`config.mk`:
```
export PLATFORM = sky130hd
export DESIGN_NAME = asu_out_buf
export DESIGN_NICKNAME = d
export VERILOG_FILES = /design/src/rtl/asu_pkg.sv /design/src/rtl/asu_out_buf.sv
export SDC_FILE = /design/constraint.sdc
export NUM_CORES = 1
export LEC_CHECK = 0
export ABC_AREA = 1
export BUFFER_PORTS_ARGS = -buffer_cell sky130_fd_sc_hd__buf_4
export CELL_PAD_IN_SITES_DETAIL_PLACEMENT = 0
export CELL_PAD_IN_SITES_GLOBAL_PLACEMENT = 1
export CORE_ASPECT_RATIO = 0.75
export CORE_MARGIN = 5
export CORE_UTILIZATION = 35
export DETAILED_ROUTE_END_ITERATION = 16
export GPL_TIMING_DRIVEN = 0
export PLACE_DENSITY = 0.7
export SETUP_SLACK_MARGIN = 0.2
export SLEW_MARGIN = 20
export SYNTH_ARGS = -nofsm -noshare
export SYNTH_HDL_FRONTEND = slang
export SYNTH_SLANG_ARGS = --single-unit
```
`constraint.sdc`:
```
create_clock -name clk -period 1.75 [get_ports clk]
set_input_delay 0.0875 -clock clk [delete_from_list [all_inputs] [get_ports clk]]
set_output_delay 0.0875 -clock clk [all_outputs]
set_load 0.03 [all_outputs]
```
`src/rtl/asu_pkg.sv`:
```
// Shared types, constants and the constant-divisor digit step for the
// arcsine series unit. No dependencies.
`default_nettype none

package asu_pkg;

  localparam int TERM_COUNT = 6;
  localparam int MAX_TERMS  = 8;

  localparam int X_W   = 16;  // Q2.14 argument and result
  localparam int U_W   = 14;  // |x| below 1.0, Q0.14
  localparam int U2_W  = 28;  // u*u, Q0.28
  localparam int P_W   = 50;  // odd powers, Q0.50
  localparam int SUM_W = 51;  // running sum stays below pi/2
  localparam int N_W   = 60;  // scaled power fed to the divider, three digits
  localparam int DIG_W = 20;  // divider digit
  localparam int REM_W = 4;   // remainder, odd divisors up to 13
  localparam int MAG_W = 15;  // result magnitude

  localparam logic signed [X_W-1:0] ONE_Q14     = 16'sd16384;
  localparam logic        [MAG_W-1:0] HALF_PI_Q14 = 15'd25736;

  // coefficient a/b written as a / (2^shift * div), div odd
  typedef struct packed {
    logic [7:0]  num;
    logic [3:0]  shift;
    logic [3:0]  div;
    logic [28:0] recip;  // floor(2^28 / div)
  } coef_t;

  localparam coef_t COEF_TABLE [MAX_TERMS] = '{
    '{num: 8'd1,   shift: 4'd0,  div: 4'd1,  recip: 29'd268435456},  // 1
    '{num: 8'd1,   shift: 4'd1,  div: 4'd3,  recip: 29'd89478485},   // 1/6
    '{num: 8'd3,   shift: 4'd3,  div: 4'd5,  recip: 29'd53687091},   // 3/40
    '{num: 8'd5,   shift: 4'd4,  div: 4'd7,  recip: 29'd38347922},   // 5/112
    '{num: 8'd35,  shift: 4'd7,  div: 4'd9,  recip: 29'd29826161},   // 35/1152
    '{num: 8'd63,  shift: 4'd8,  div: 4'd11, recip: 29'd24403223},   // 63/2816
    '{num: 8'd231, shift: 4'd10, div: 4'd13, recip: 29'd20648881},   // 231/13312
    '{num: 8'd143, shift: 4'd11, div: 4'd5,  recip: 29'd53687091}    // 143/10240
  };

  typedef struct packed {
    logic valid;
    logic neg;
    logic sat;
  } ctl_t;

  typedef struct packed {
    logic [DIG_W-1:0] q;
    logic [REM_W-1:0] r;
  } div_res_t;

  // one 20-bit digit of long division by a small odd constant:
  // reciprocal estimate is low by at most one, then a single correction
  function automatic div_res_t div_digit(input logic [DIG_W+REM_W-1:0] v,
                                         input coef_t c);
    logic [52:0]             prod;
    logic [DIG_W-1:0]        q;
    logic [DIG_W+REM_W-1:0]  rem;
    div_res_t                res;
    prod = 53'(v) * 53'(c.recip);
    q    = prod[47:28];
    rem  = v - 24'({4'b0, q} * {20'b0, c.div});
    if (rem >= {20'b0, c.div}) begin
      q   = q + 20'd1;
      rem = rem - {20'b0, c.div};
    end
    res.q = q;
    res.r = rem[REM_W-1:0];
    return res;
  endfunction

endpackage

`default_nettype wire

```
`src/rtl/asu_out_buf.sv`:
```
// Output register plus one skid entry for the arcsine series unit.
// Depends on asu_pkg for widths; the ready it returns upstream is registered.
`default_nettype none

module asu_out_buf (
  input  wire logic                         clk,
  input  wire logic                         rst,
  input  wire logic                         up_valid,
  input  wire logic signed [asu_pkg::X_W-1:0] up_angle,
  output logic                              up_ready,
  output logic                              out_valid,
  input  wire logic                         out_ready,
  output logic signed [asu_pkg::X_W-1:0]    angle
);
  import asu_pkg::*;

  logic                   skid_valid;
  logic signed [X_W-1:0]  skid_angle;
  logic                   up_beat;

  assign up_ready = !skid_valid;
  assign up_beat  = up_valid && up_ready;

  always_ff @(posedge clk) begin
    if (rst) begin
      out_valid  <= 1'b0;
      skid_valid <= 1'b0;
    end else if (!out_valid || out_ready) begin
      out_valid  <= skid_valid || up_beat;
      skid_valid <= 1'b0;
    end else if (up_beat) begin
      skid_valid <= 1'b1;
    end
  end

  always_ff @(posedge clk) begin
    if (!out_valid || out_ready) begin
      angle <= skid_valid ? skid_angle : up_angle;
    end else if (up_beat) begin
      skid_angle <= up_angle;
    end
  end

endmodule

`default_nettype wire

```
==> results.sh <==
export IMPL_rsz0062_at_grt="false"
export IMPL_start_kind="register"
export IMPL_synth_cell_types=12
export IMPL_timing_worst_slew_pin_value_ns=0.443
export IMPL_drcViolationCount=0
export IMPL_syn_cell_area_mm2=0.00128
export IMPL_period_needed_ns=1.35
export IMPL_crit_path_max_fanout=17
export IMPL_synth_yosys_seq_area_share=0.782
export IMPL_ant_nets=0
export IMPL_core_mm2=0.00359
export IMPL_end_kind="register"
export IMPL_worstSetupPathType="register to register"
export IMPL_path_cells="nand2_2 -> nor2_4 -> buf_4"
export IMPL_synth_edff_count=32
export IMPL_drt_initial_drc_count=40
export IMPL_ys_seq_elements=34
export IMPL_insertion_delay_ns=0.28
export IMPL_relSlewSlack=0.704
export IMPL_use_met1=0.125
export IMPL_ctsRootBufferMaster="clkbuf_8"
export IMPL_io_buffers=37
export IMPL_clock_sinks=34
export IMPL_syn_to_final_growth_pct=48.1
export IMPL_cp_required_ns=1.74
export IMPL_slowest_delay_ns=0.38
export IMPL_wl_mm=2.54
export IMPL_yosysTopAreaCellShare=0.751
export IMPL_grt_overflow=0
export IMPL_drtPass1Iterations=4
export IMPL_yosysWarnings=0
export IMPL_dp_hpwl_mm=1.70
export IMPL_synth_ff_type="edfxtp_1"
export IMPL_r2r_start="out_valid$_SDFFE_PP0P_"
export IMPL_setup_violations_final=0
export IMPL_cp_endpoint="skid_angle[6]$_DFFE_PP_"
export IMPL_grt_pass1_wl_mm=4.04
export IMPL_ios=38
export IMPL_crit_arrival_ns=1.34
export IMPL_fin_nets=179
export IMPL_timing_rr_end="skid_angle[6]$_DFFE_PP_"
export IMPL_hold_slack_ns=0.0519
export IMPL_start_util=0.357
export IMPL_first_global_vias=895
export IMPL_synth_largest_area_cell="edfxtp_1"
export IMPL_avgSynthCellArea_um2=13.3
export IMPL_met2_usage=0.177
export IMPL_critical_path_slowest_cell="dfxtp_1"
export IMPL_synth_commonest_cells="48 x nand2_1, 32 x edfxtp_1, 3 x nand2_2, 3 x nor2_1"
export IMPL_globalRoute_busiestLayer="met2"
export IMPL_cts_tree="done"
export IMPL_p_sw_frac=0.238
export IMPL_synth_cells=96
export IMPL_drive_gt1_frac=0.338
export IMPL_via_per_inst=4.16
export IMPL_crit_start="out_valid$_SDFFE_PP0P_"
export IMPL_power_switching_mw=0.416
export IMPL_die_area_mm2=0.00498
export IMPL_powerDensity_mw_per_mm2=921
export IMPL_netlist_top_cells_area="edfxtp_1 75%, nand2_1 14%, dfxtp_1 3.1%"
export IMPL_async_reset_ff_frac=0
export IMPL_intPower_mw=1.33
export IMPL_status="complete, no violations"
export IMPL_cts_path_max_buffers=2
export IMPL_wl_per_cell_um=12.0
export IMPL_leakagePower_nw=0.818
export IMPL_dieWidth_um=79.8
export IMPL_gp_congestion=0.662
export IMPL_synth_most_common_cell="nand2_1"
export IMPL_cts_buffers=5
export IMPL_maxCapViolCount=0
export IMPL_syn_nets=116
export IMPL_rows=19
export IMPL_rrSetupSlack_ns=0.40
export IMPL_slew_violations=0
export IMPL_hold_class="primary input to register"
export IMPL_fin_crit_sh=0.770
export IMPL_grt_max_degree=18
export IMPL_r2r_worst_path_cells=3
export IMPL_antenna_found_initial=0
export IMPL_die_h_um=62.4
export IMPL_grt_total_usage=0.109
export IMPL_vias=882
export IMPL_combPwrFrac=0.142
export IMPL_finClkSkew_ns=0.00601
export IMPL_seqPwrFrac=0.546
export IMPL_fmax_mhz=742
export IMPL_fin_tns_setup_ns=0
export IMPL_grt_util_met3=0.0317
export IMPL_htreeDepth=2
export IMPL_ir_worst_vdd_mv=0.460
export IMPL_clkPwrFrac=0.312
export IMPL_antennaDiodeCount=0
export IMPL_cts_clk_slew_worst_paths_ns=0.06
export IMPL_fillers=311
export IMPL_hold_viol=0
per-stage QoR:
stage / util / instances / area [um2] / setup slack, ns / power (mW)
after floorplan: - / 96 / 1290 / 0.228 / 1.09
after global placement: 0.455 / 185 / 1630 / 0.220 / 1.19
after detailed placement: 0.455 / 185 / 1630 / 0.183 / 1.19
after CTS: 0.528 / 212 / 1900 / 0.388 / 1.76
after global routing: 0.528 / 212 / 1900 / 0.302 / 1.81
final: 0.528 / 212 / 1900 / 0.402 / 1.75
how the worst min path moves through the flow:
stage,from,to,slack [ns],depth (start not counted)
after global routing,up_valid,out_valid$_SDFFE_PP0P_,0.05,3
after floorplan,up_angle[0],skid_angle[0]$_DFFE_PP_,0.19,0
after global placement,up_angle[15],skid_angle[15]$_DFFE_PP_,0.28,1
after detailed placement,up_angle[7],skid_angle[7]$_DFFE_PP_,0.28,1
after CTS,up_valid,skid_valid$_SDFFE_PP0P_,0.04,3
final,up_valid,skid_valid$_SDFFE_PP0P_,0.05,3
power by group through the flow:
| stage | clock, mW | combinational (mW) | sequential (mW) |
|---|---|---|---|
| after CTS | 0.559 | 0.251 | 0.954 |
| after global routing | 0.590 | 0.266 | 0.957 |
| after detailed placement | 0 | 0.219 | 0.972 |
| after floorplan | 0 | 0.0463 | 1.04 |
| final | 0.544 | 0.248 | 0.953 |
| after global placement | 0 | 0.216 | 0.970 |
flip-flops by register name (all words and copies together) (netlist names):
| signal | cells |
|---|---|
| angle | 16 |
| out_valid | 1 |
| skid_angle | 16 |
| skid_valid | 1 |
repair_timing:
action / CTS / global route
hold buffers: 16 / 0
hold endpoints to repair: 16 / 0
endpoints found under the setup margin: 16 / 0
setup buffers: 3 / 0
gates resized for setup: 0 / 0
final cells by class:
cell class	instances	area, um2	area share
sequential	34	1000	0.528
timing repair buffer	56	460	0.243
multi-input combinational	56	230	0.121
clock buffer	7	76.3	0.0403
tap	52	65.1	0.0343
buffer	3	40.0	0.0211
inverter	3	18.8	0.00990
clock inverter	1	3.75	0.00198
kinds of logic after synthesis:
kind of cell | synth area share
simple gates | 0.168
flops | 0.782
buf+inv | 0.0459
compound gates | 0.00391
routing by layer:
layer | routed length (um) | vias to the layer above | share of wire
li1 | - | 443 | -
met1 | 1060 | 406 | 0.42
met2 | 1260 | 26 | 0.50
met3 | 141 | 7 | 0.056
met4 | 76 | 0 | 0.030
met5 | 0 | - | 0
critical path: cells and delay by family, from the launching register on:
| family | cells | cell delay [ns] |
|---|---|---|
| flip-flops | 1 | 0.38 |
| AND/OR/NAND/NOR | 2 | 0.50 |
| buffers and inverters | 1 | 0.18 |
cells in the final DEF, fill, tap and decap left out:
master | synthesis | final
nand2_2 | 3 | 4
inv_1 | 2 | 2
dfxtp_1 | 2 | 2
clkinv_1 | 0 | 1
clkbuf_8 | 1 | 6
clkbuf_1 | 0 | 2
buf_6 | 1 | 1
buf_8 | 1 | 1
nor2_1 | 3 | 2
nand2_1 | 48 | 47
nor2_4 | 0 | 1
edfxtp_1 | 32 | 32
inv_8 | 1 | 1
o21ai_0 | 1 | 1
dlygate4sd3_1 | 0 | 16
nand3_1 | 1 | 1
buf_4 | 0 | 40
No activity file was read; power rests on OpenSTA's default activity.
